--- src/rtl/u8dec_pkg.sv ---
// Shared types and constants for the UTF-8 to code point decoder.
// No dependencies; imported by u8dec_core and utf8_to_codepoint_decoder.
package u8dec_pkg;

  localparam int CP_W  = 21;
  localparam int LEN_W = 3;

  localparam logic [CP_W-1:0] REPLACEMENT_CP = 21'h00FFFD;

  // Prefix patterns of the byte classes
  localparam logic [1:0] CONT_PFX  = 2'b10;
  localparam logic [2:0] LEAD2_PFX = 3'b110;
  localparam logic [3:0] LEAD3_PFX = 4'b1110;
  localparam logic [4:0] LEAD4_PFX = 5'b11110;

  localparam logic [LEN_W-1:0] LEN_1 = 3'd1;
  localparam logic [LEN_W-1:0] LEN_2 = 3'd2;
  localparam logic [LEN_W-1:0] LEN_3 = 3'd3;
  localparam logic [LEN_W-1:0] LEN_4 = 3'd4;

  typedef struct packed {
    logic [CP_W-1:0]  code_point;
    logic [LEN_W-1:0] seq_bytes;
    logic             malformed;
  } result_t;

endpackage

--- src/rtl/u8dec_in_reg.sv ---
// Input register of the UTF-8 decoder: holds one byte beat and its end flag.
// Standalone; the advance signal comes from the top level.
module u8dec_in_reg (
  input  logic       clk,
  input  logic       rst,
  input  logic       in_valid,
  output logic       in_stall,
  input  logic [7:0] in_byte,
  input  logic       end_of_text,
  input  logic       advance,
  output logic       held_valid,
  output logic [7:0] held_byte,
  output logic       held_last
);

  logic accept;

  assign in_stall = held_valid && !advance;
  assign accept   = in_valid && !in_stall;

  always_ff @(posedge clk) begin
    if (rst) begin
      held_valid <= 1'b0;
    end else if (accept) begin
      held_valid <= 1'b1;
    end else if (advance) begin
      held_valid <= 1'b0;
    end
  end

  always_ff @(posedge clk) begin
    if (accept) begin
      held_byte <= in_byte;
      held_last <= end_of_text;
    end
  end

`ifndef NO_ASSERTIONS
  a_adv_needs_item: assert property (@(posedge clk) disable iff (rst)
    advance |-> held_valid)
    else $error("advance without a held beat");

  a_stall_only_full: assert property (@(posedge clk) disable iff (rst)
    in_stall |-> held_valid)
    else $error("input stalled while register empty");

  a_held_kept: assert property (@(posedge clk) disable iff (rst)
    held_valid && !advance |=> held_valid && $stable(held_byte) && $stable(held_last))
    else $error("held beat lost or changed before advance");
`endif

endmodule

--- src/rtl/u8dec_core.sv ---
// Sequence state and combinational decode step of the UTF-8 decoder.
// Depends on u8dec_pkg for result_t and byte class constants.
module u8dec_core
  import u8dec_pkg::*;
(
  input  logic       clk,
  input  logic       rst,
  input  logic       step,
  input  logic [7:0] byte_in,
  input  logic       last,
  output logic       emit,
  output result_t    res
);

  logic [1:0]       bytes_left, bytes_left_next;
  logic [LEN_W-1:0] seq_length, seq_length_next;
  logic [CP_W-1:0]  accum, accum_next;
  logic             bad_seen, bad_seen_next;

  logic             bad_acc;
  logic [CP_W-1:0]  acc_shift;
  logic [1:0]       left_dec;

  assign bad_acc   = bad_seen || (byte_in[7:6] != CONT_PFX);
  assign acc_shift = {accum[CP_W-7:0], byte_in[5:0]};
  assign left_dec  = bytes_left - 2'd1;

  always_comb begin
    emit            = 1'b0;
    res             = '{code_point: REPLACEMENT_CP, seq_bytes: LEN_1, malformed: 1'b1};
    bytes_left_next = bytes_left;
    seq_length_next = seq_length;
    accum_next      = accum;
    bad_seen_next   = bad_seen;
    if (bytes_left != 2'd0) begin
      bytes_left_next = left_dec;
      accum_next      = acc_shift;
      bad_seen_next   = bad_acc;
      if (left_dec == 2'd0) begin
        emit = 1'b1;
        res  = '{code_point: bad_acc ? REPLACEMENT_CP : acc_shift,
                 seq_bytes: seq_length, malformed: bad_acc};
      end else if (last) begin
        emit = 1'b1;
        res  = '{code_point: REPLACEMENT_CP, seq_bytes: seq_length, malformed: 1'b1};
      end
    end else if (byte_in[7:3] == LEAD4_PFX) begin
      bytes_left_next = 2'd3;
      seq_length_next = LEN_4;
      accum_next      = {{(CP_W-3){1'b0}}, byte_in[2:0]};
      bad_seen_next   = 1'b0;
      emit            = last;
      res.seq_bytes   = LEN_4;
    end else if (byte_in[7:4] == LEAD3_PFX) begin
      bytes_left_next = 2'd2;
      seq_length_next = LEN_3;
      accum_next      = {{(CP_W-4){1'b0}}, byte_in[3:0]};
      bad_seen_next   = 1'b0;
      emit            = last;
      res.seq_bytes   = LEN_3;
    end else if (byte_in[7:5] == LEAD2_PFX) begin
      bytes_left_next = 2'd1;
      seq_length_next = LEN_2;
      accum_next      = {{(CP_W-5){1'b0}}, byte_in[4:0]};
      bad_seen_next   = 1'b0;
      emit            = last;
      res.seq_bytes   = LEN_2;
    end else if (!byte_in[7]) begin
      emit = 1'b1;
      res  = '{code_point: {{(CP_W-8){1'b0}}, byte_in}, seq_bytes: LEN_1, malformed: 1'b0};
    end else begin
      // stray continuation or invalid lead
      emit = 1'b1;
    end
    // any emitted result or end of string drops back to idle
    if (emit || last) begin
      bytes_left_next = 2'd0;
      seq_length_next = '0;
      accum_next      = '0;
      bad_seen_next   = 1'b0;
    end
  end

  always_ff @(posedge clk) begin
    if (rst) begin
      bytes_left <= 2'd0;
      seq_length <= '0;
      accum      <= '0;
      bad_seen   <= 1'b0;
    end else if (step) begin
      bytes_left <= bytes_left_next;
      seq_length <= seq_length_next;
      accum      <= accum_next;
      bad_seen   <= bad_seen_next;
    end
  end

`ifndef NO_ASSERTIONS
  a_len_consistent: assert property (@(posedge clk) disable iff (rst)
    bytes_left != 2'd0 |-> seq_length >= LEN_2 && {1'b0, bytes_left} < seq_length)
    else $error("bytes_left inconsistent with claimed length");

  a_idle_after_emit: assert property (@(posedge clk) disable iff (rst)
    step && (emit || last) |=> bytes_left == 2'd0)
    else $error("decoder not idle after result or end of string");

  a_good_single: assert property (@(posedge clk) disable iff (rst)
    emit && !res.malformed && res.seq_bytes == LEN_1 |-> res.code_point < 21'h80)
    else $error("single-byte result above ASCII range");
`endif

endmodule

--- src/rtl/utf8_to_codepoint_decoder.sv ---
// Top level of the lenient UTF-8 to code point decoder.
// Depends on u8dec_pkg, u8dec_in_reg and u8dec_core.
//
// Input channel: in_valid/in_stall carry one byte beat (in_byte) plus
// end_of_text on the last byte of a string. Output channel:
// out_valid/out_stall carry one code point beat (code_point, seq_bytes,
// malformed) each time a sequence ends; bytes inside a sequence give none.
// A result is written to the result register when the byte that ends its
// sequence passes from the input register through the decode step.
// Throughput: one byte per cycle unless held by a stalled result; the decode
// step is a shift-or and a few prefix compares between the two registers.
// A held result stalls the decoder only when the next byte also ends a
// sequence; bytes that give no result keep flowing past it.
// Reset (rst, synchronous): both registers empty, decoder idle awaiting a
// lead byte. Malformed input gives U+FFFD with malformed set; end_of_text
// always returns the decoder to idle.
module utf8_to_codepoint_decoder
  import u8dec_pkg::*;
(
  input  logic             clk,
  input  logic             rst,
  input  logic             in_valid,
  output logic             in_stall,
  input  logic [7:0]       in_byte,
  input  logic             end_of_text,
  output logic             out_valid,
  input  logic             out_stall,
  output logic [CP_W-1:0]  code_point,
  output logic [LEN_W-1:0] seq_bytes,
  output logic             malformed
);

  logic       held_valid;
  logic [7:0] held_byte;
  logic       held_last;
  logic       advance;
  logic       emit;
  logic       out_free;
  result_t    res;

  assign out_free = !out_valid || !out_stall;
  assign advance  = held_valid && (!emit || out_free);

  u8dec_in_reg u_in_reg (
    .clk         (clk),
    .rst         (rst),
    .in_valid    (in_valid),
    .in_stall    (in_stall),
    .in_byte     (in_byte),
    .end_of_text (end_of_text),
    .advance     (advance),
    .held_valid  (held_valid),
    .held_byte   (held_byte),
    .held_last   (held_last)
  );

  u8dec_core u_core (
    .clk     (clk),
    .rst     (rst),
    .step    (advance),
    .byte_in (held_byte),
    .last    (held_last),
    .emit    (emit),
    .res     (res)
  );

  always_ff @(posedge clk) begin
    if (rst) begin
      out_valid <= 1'b0;
    end else if (advance && emit) begin
      out_valid <= 1'b1;
    end else if (!out_stall) begin
      out_valid <= 1'b0;
    end
  end

  always_ff @(posedge clk) begin
    if (advance && emit) begin
      code_point <= res.code_point;
      seq_bytes  <= res.seq_bytes;
      malformed  <= res.malformed;
    end
  end

`ifndef NO_ASSERTIONS
  a_no_overwrite: assert property (@(posedge clk) disable iff (rst)
    advance && emit |-> out_free)
    else $error("result register overwritten while stalled");

  a_new_result: assert property (@(posedge clk) disable iff (rst)
    advance && emit |=> out_valid)
    else $error("emitted result not presented");

  a_len_range: assert property (@(posedge clk) disable iff (rst)
    out_valid |-> seq_bytes >= LEN_1 && seq_bytes <= LEN_4)
    else $error("sequence length out of range");

  a_bad_is_fffd: assert property (@(posedge clk) disable iff (rst)
    out_valid && malformed |-> code_point == REPLACEMENT_CP)
    else $error("malformed result is not the replacement character");
`endif

endmodule
--- config.mk ---
export PLATFORM = sky130hd
export DESIGN_NAME = utf8_to_codepoint_decoder
export DESIGN_NICKNAME = d
export VERILOG_FILES = /design/src/rtl/u8dec_pkg.sv /design/src/rtl/u8dec_in_reg.sv /design/src/rtl/u8dec_core.sv /design/src/rtl/utf8_to_codepoint_decoder.sv
export SDC_FILE = /design/constraint.sdc
export NUM_CORES = 1
export LEC_CHECK = 0
export ABC_AREA = 0
export BUFFER_PORTS_ARGS = -buffer_cell sky130_fd_sc_hd__buf_2
export CORE_ASPECT_RATIO = 0.9
export CORE_MARGIN = 10
export CORE_UTILIZATION = 55
export CTS_BUF_LIST = sky130_fd_sc_hd__clkbuf_16
export DETAILED_ROUTE_END_ITERATION = 12
export GPL_ROUTABILITY_DRIVEN = 0
export PLACE_DENSITY = 0.84
export SYNTH_ARGS = -nofsm -noshare
export SYNTH_HDL_FRONTEND = slang
export SYNTH_SLANG_ARGS = --single-unit
--- constraint.sdc ---
create_clock -name clk -period 7.4 [get_ports clk]
set_clock_uncertainty 0.1 [all_clocks]
set_input_delay 0.37 -clock clk [delete_from_list [all_inputs] [get_ports clk]]
set_output_delay 0.37 -clock clk [all_outputs]
set_load 0.005 [all_outputs]
Word level (Yosys, flattened, before mapping)
Cells that the tools add are included.
- add/subtract/negate cells: 1
- mux-type cells: 44
- reduce and logical (&&, ||, !) cells: 20
- equal/unequal tests: 6
- operators by type and width (cell ; count):
    2-to-1 mux 21 bit ; 4
    2-to-1 mux 15 bit ; 5
    2-to-1 mux 25 bit ; 2
    2-to-1 mux 3 bit ; 8
    2-to-1 mux 20 bit ; 1
    2-to-1 mux 1 bit ; 18
    2-to-1 mux 2 bit ; 5
    == test 5 bit, second input constant ; 1
    logical NOT 1 bit ; 5
    nonzero test 5 bit ; 1
    == test 4 bit, second input constant ; 1
    logical AND 1 bit ; 4
    logical OR 1 bit ; 4
    2-to-1 mux 4 bit ; 1
    inequality test 2 bit, second input constant ; 2
    nonzero test 2 bit ; 2
    nonzero test 4 bit ; 1
    == test 3 bit, second input constant ; 1
    AND reduction 3 bit ; 1
    logical NOT 2 bit ; 1
    inequality test 2 x 1 -> 1 bit, second input constant ; 1
    AND reduction 2 bit ; 1
    subtractor 2 x 1 -> 2 bit, second input constant ; 1
- logic and storage cells: 82
- output and inout bits: 27
- register bits: 57
- bits of input ports: 13

Longest topological paths before layout
- depth in word-level cells: 13
- gate-level depth with buffers: 6
- mapped depth without buffers: 4

Cells and area by module
Synthesis repeated with hierarchy kept, for this count alone.
- cell total of the unflattened synthesis: 179
- area, all modules: 2242.2 um^2
- by module, submodules not included (module ; area each (um^2) ; seq. area each (um^2) ; times used ; cells an instance):
    u8dec_core ; 1119.8 ; 420.4 ; 1 ; 134
    utf8_to_codepoint_decoder ; 802.0 ; 770.7 ; 1 ; 32
    u8dec_in_reg ; 320.3 ; 290.3 ; 1 ; 13

Least setup slack after synthesis
Ideal clock, no wire load.
- path type: register -> register
- start: register u_in_reg.held_byte[4]
- end: register code_point[0], enable pin
- setup slack: 5044 ps
- cell stages (with the launch flop): 4
- setup time: 407 ps
- period minus slack after synthesis: 2356 ps
- buffers on the path: 0
- data arrival time: 1849 ps
- required time: 6893 ps
- path through: edfxtp_1 and3_2 o211ai_1 nor2_1
- cells in the longest elaborated chain, start to end: 8
- elaborated cells on any way between the ends: 9
- classes of those cells: 2 x eq/ne; 3 x mux; 4 x reduce/logical
- RTL lines (item ; line ; text):
    start: declaration ; u8dec_in_reg.sv:12 ; output logic [7:0] held_byte,
    start signal: assignment ; u8dec_in_reg.sv:33 ; held_byte <= in_byte;
    == test 4 bit ; u8dec_core.sv:54 ; end else if (byte_in[7:4] == LEAD3_PFX) begin
    2-to-1 mux 1 bit ; u8dec_core.sv:54 ;
    2-to-1 mux 1 bit (*) ; u8dec_core.sv:47 ; end else if (byte_in[7:3] == LEAD4_PFX) begin
    2-to-1 mux 1 bit (*) ; u8dec_core.sv:35 ; if (bytes_left != 2'd0) begin
    logical NOT 1 bit ; utf8_to_codepoint_decoder.sv:42 ; assign advance = held_valid && (!emit || out_free);
    logical OR 1 bit ; utf8_to_codepoint_decoder.sv:42 ;
    logical AND 1 bit ; utf8_to_codepoint_decoder.sv:42 ;
    logical AND 1 bit (*) ; utf8_to_codepoint_decoder.sv:78 ; if (advance && emit) begin
    end signal: assignment ; utf8_to_codepoint_decoder.sv:79 ; code_point <= res.code_point;
    end: declaration ; utf8_to_codepoint_decoder.sv:28 ; output logic [CP_W-1:0] code_point,
Mark *: on every way between the ends. The rest lies on a longest branch, timed or not.
A chain may end at the register's enable or synchronous reset.

Worst setup path after layout
Ends and elaborated chain as after synthesis.

==> qor.yml <==
outcome: "finished, final reports clean"
core-area_um2: 3810
yosysSeqAreaShare: 0.668
clk_pin_slew_ns: 0.05
crit_arrival_ns: 2.20
start_util: 0.582
synthTopCellsByCount: "edfxtp_1 (34), dfxtp_1 (23), a22o_2 (14)"
slew_violations: 0
root_buffer: "clkbuf_16"
num_antenna_cells: 0
ys_ff_latch: 57
grt_max_degree: 26
design_area_um2: 2740
synth-edff-count: 34
cts_made_buffers: 9
clock_sinks: 57
cp_max_fo: 25
die_y_um: 80.3
track_usage: 0.136
cts_resized: 0
ys.flop_type: "edfxtp_1"
netlist.area_leader.share: 0.460
synth.most_common_cell: "edfxtp_1"
insertion_delay_ns: 0.32
fillers: 254
min_to: "u_in_reg.held_byte[6]"
route.detailed.drc: 0
start_kind: "register"
ant_nets: 0
hp-start: "in_byte[6]"
slew_headroom: 0.171
num_vias: 1461
r2r_end: "code_point[0]"
antenna_found_initial: 0
drt_iter0_markers: 164
grt_pass1_wl_mm: 7.41
rsz0062_at_grt: "no"
final_hold_viol_count: 0
cts_buffer_depth: 2
dp_hpwl_mm: 3.01
ys_warn_count: 0
totalWireLength_mm: 4.47
power.density_nw_per_um2: 294
period_minus_slack_ns: 2.37
layout.nets: 218
setup_viol: 0
endpoint_kind: "register"
preCtsSetupSlack_ns: 5.06
yosysUniqueCellTypes: 41
area_delta_synth_final_pct: 23.4
wire_per_inst_um: 17.5
max_freq_ghz: 0.422
cts_tree: "built"
dieArea_um2: 6980
cap_violations: 0
final_util: 0.719
post_cts_buffers: 0
synth_nets: 175
cts_max_level: 3
rows: 21
first_global_vias: 1522
tns_ns: 0
hold_depth: 1
netlist_instances: 162
synth_top_area_cell: "edfxtp_1"
firstDrtPassIters: 4
ios: 40
period_share: 0.320
drive_gt1_frac: 0.381
tightest_slew_ns: 1.24
r2r_setup_slack_ns: 5.03
postSynthAreaPerCell_um2: 13.7
overflow: 0
peakVddDrop_mv: 0.174
hold_buffers: 0
io_buffers: 39
placed_cell_area_um2: 2430
cp.required_ns: 7.23
reg2regPathDepth: 3
setup_slack_ns: 5.03
syn_area_um2: 2220
min_path_type: "primary input to register"
r2r_start: "u_in_reg.held_byte[4]"
power_leakage_uw: 0.00108
synth_area_leaders: "edfxtp_1 (46%), dfxtp_1 (21%), a22o_2 (6.3%), a21o_1 (2.7%), and2_1 (1.7%)"
die_width_um: 86.9
routed_via_density: 5.71
async_flop_share: 0
crit_type: "register to register"
-- placed cells by master (no fill, tap or decap), types with 2 or more instances in the layout --
cell / synthesis / final
buf_2: 3 / 39
edfxtp_1: 34 / 34
dfxtp_1: 23 / 23
a22o_2: 14 / 14
clkbuf_16: 0 / 9
a21o_1: 8 / 8
nand2_1: 7 / 7
and2_1: 6 / 6
nand2b_1: 5 / 5
nor2_1: 6 / 5
inv_1: 2 / 5
nand3_1: 5 / 5
a21oi_1: 4 / 4
nor3_1: 4 / 4
or2_2: 4 / 4
o21ai_0: 4 / 4
nor2b_1: 3 / 3
o211ai_1: 2 / 2
nor2_2: 1 / 2
or2_1: 2 / 2
o21ba_2: 2 / 2
mux2i_1: 2 / 2
clkinv_1: 0 / 2
bufinv_16: 0 / 2
-- worst max-delay path, stage by stage, from the launching register on --
cell	delay [ns]
edfxtp_1	0.47
and3_2	0.27
o211ai_1	0.16
nor2_2	0.97
-- sequential cells by signal, summed over array words and instances (netlist names) --
signal               flops
u_core.bad_seen          1
u_core.accum            15
seq_bytes                3
u_core.bytes_left        2
u_in_reg.held_valid      1
u_in_reg.held_byte       8
u_in_reg.held_last       1
code_point              21
u_core.seq_length        3
malformed                1
out_valid                1
-- kinds of logic (layout without fill, tap and decap cells) --
| family | count (synthesis) | count (layout) | synth area share |
|---|---|---|---|
| AOI/OAI and AO/OA | 42 | 42 | 0.160 |
| DFF | 57 | 57 | 0.668 |
| and+or+nand+nor | 51 | 51 | 0.135 |
| muxes | 3 | 3 | 0.0158 |
| buffers and inverters | 9 | 57 | 0.0214 |
-- metal layers --
layer  global-route usage  wire length [µm]  part of all wire  vias to the layer above
li1                     -                 -                 -                      700
met1                0.167              1990              0.45                      682
met2                0.204              2030              0.46                       71
met3               0.0525               411             0.092                        8
met4               0.0680                33            0.0074                        0
met5                    0                 0                 0                        -
-- final cells by class --
class	instances	area, µm²	share of cell area
Multi-Input combinational cell	96	692	0.253
Clock inverter	7	78.8	0.0288
Tap cell	46	57.6	0.0210
Sequential cell	57	1480	0.541
Inverter	2	7.51	0.00274
Timing Repair Buffer	39	195	0.0713
Clock buffer	9	225	0.0823
-- how the worst max path moves through the flow --
stage,end,depth (start not counted),startpoint
5_1_grt,code_point[14],3,u_in_reg.held_byte[4]
3_3_place_gp,code_point[14],3,u_in_reg.held_byte[4]
4_1_cts,code_point[19],3,u_in_reg.held_byte[4]
2_1_floorplan,code_point[0],3,u_in_reg.held_byte[4]
6_report,code_point[0],3,u_in_reg.held_byte[4]
3_5_place_dp,code_point[19],3,u_in_reg.held_byte[4]
-- power by group --
group	leakage, µW	internal (µW)	switching, µW
registers	0.000506	350	6.51
clock network	0.000158	287	126
logic	0.000413	14.5	20.9
-- per-stage QoR --
step | hold WS [ns] | cells | power, µW
2_1_floorplan | 0.346 | 162 | 382
3_3_place_gp | 0.357 | 240 | 395
3_5_place_dp | 0.361 | 240 | 397
4_1_cts | 0.120 | 256 | 810
5_1_grt | 0.118 | 256 | 830
6_report | 0.122 | 256 | 805
Power figures use the tool's default switching activity.
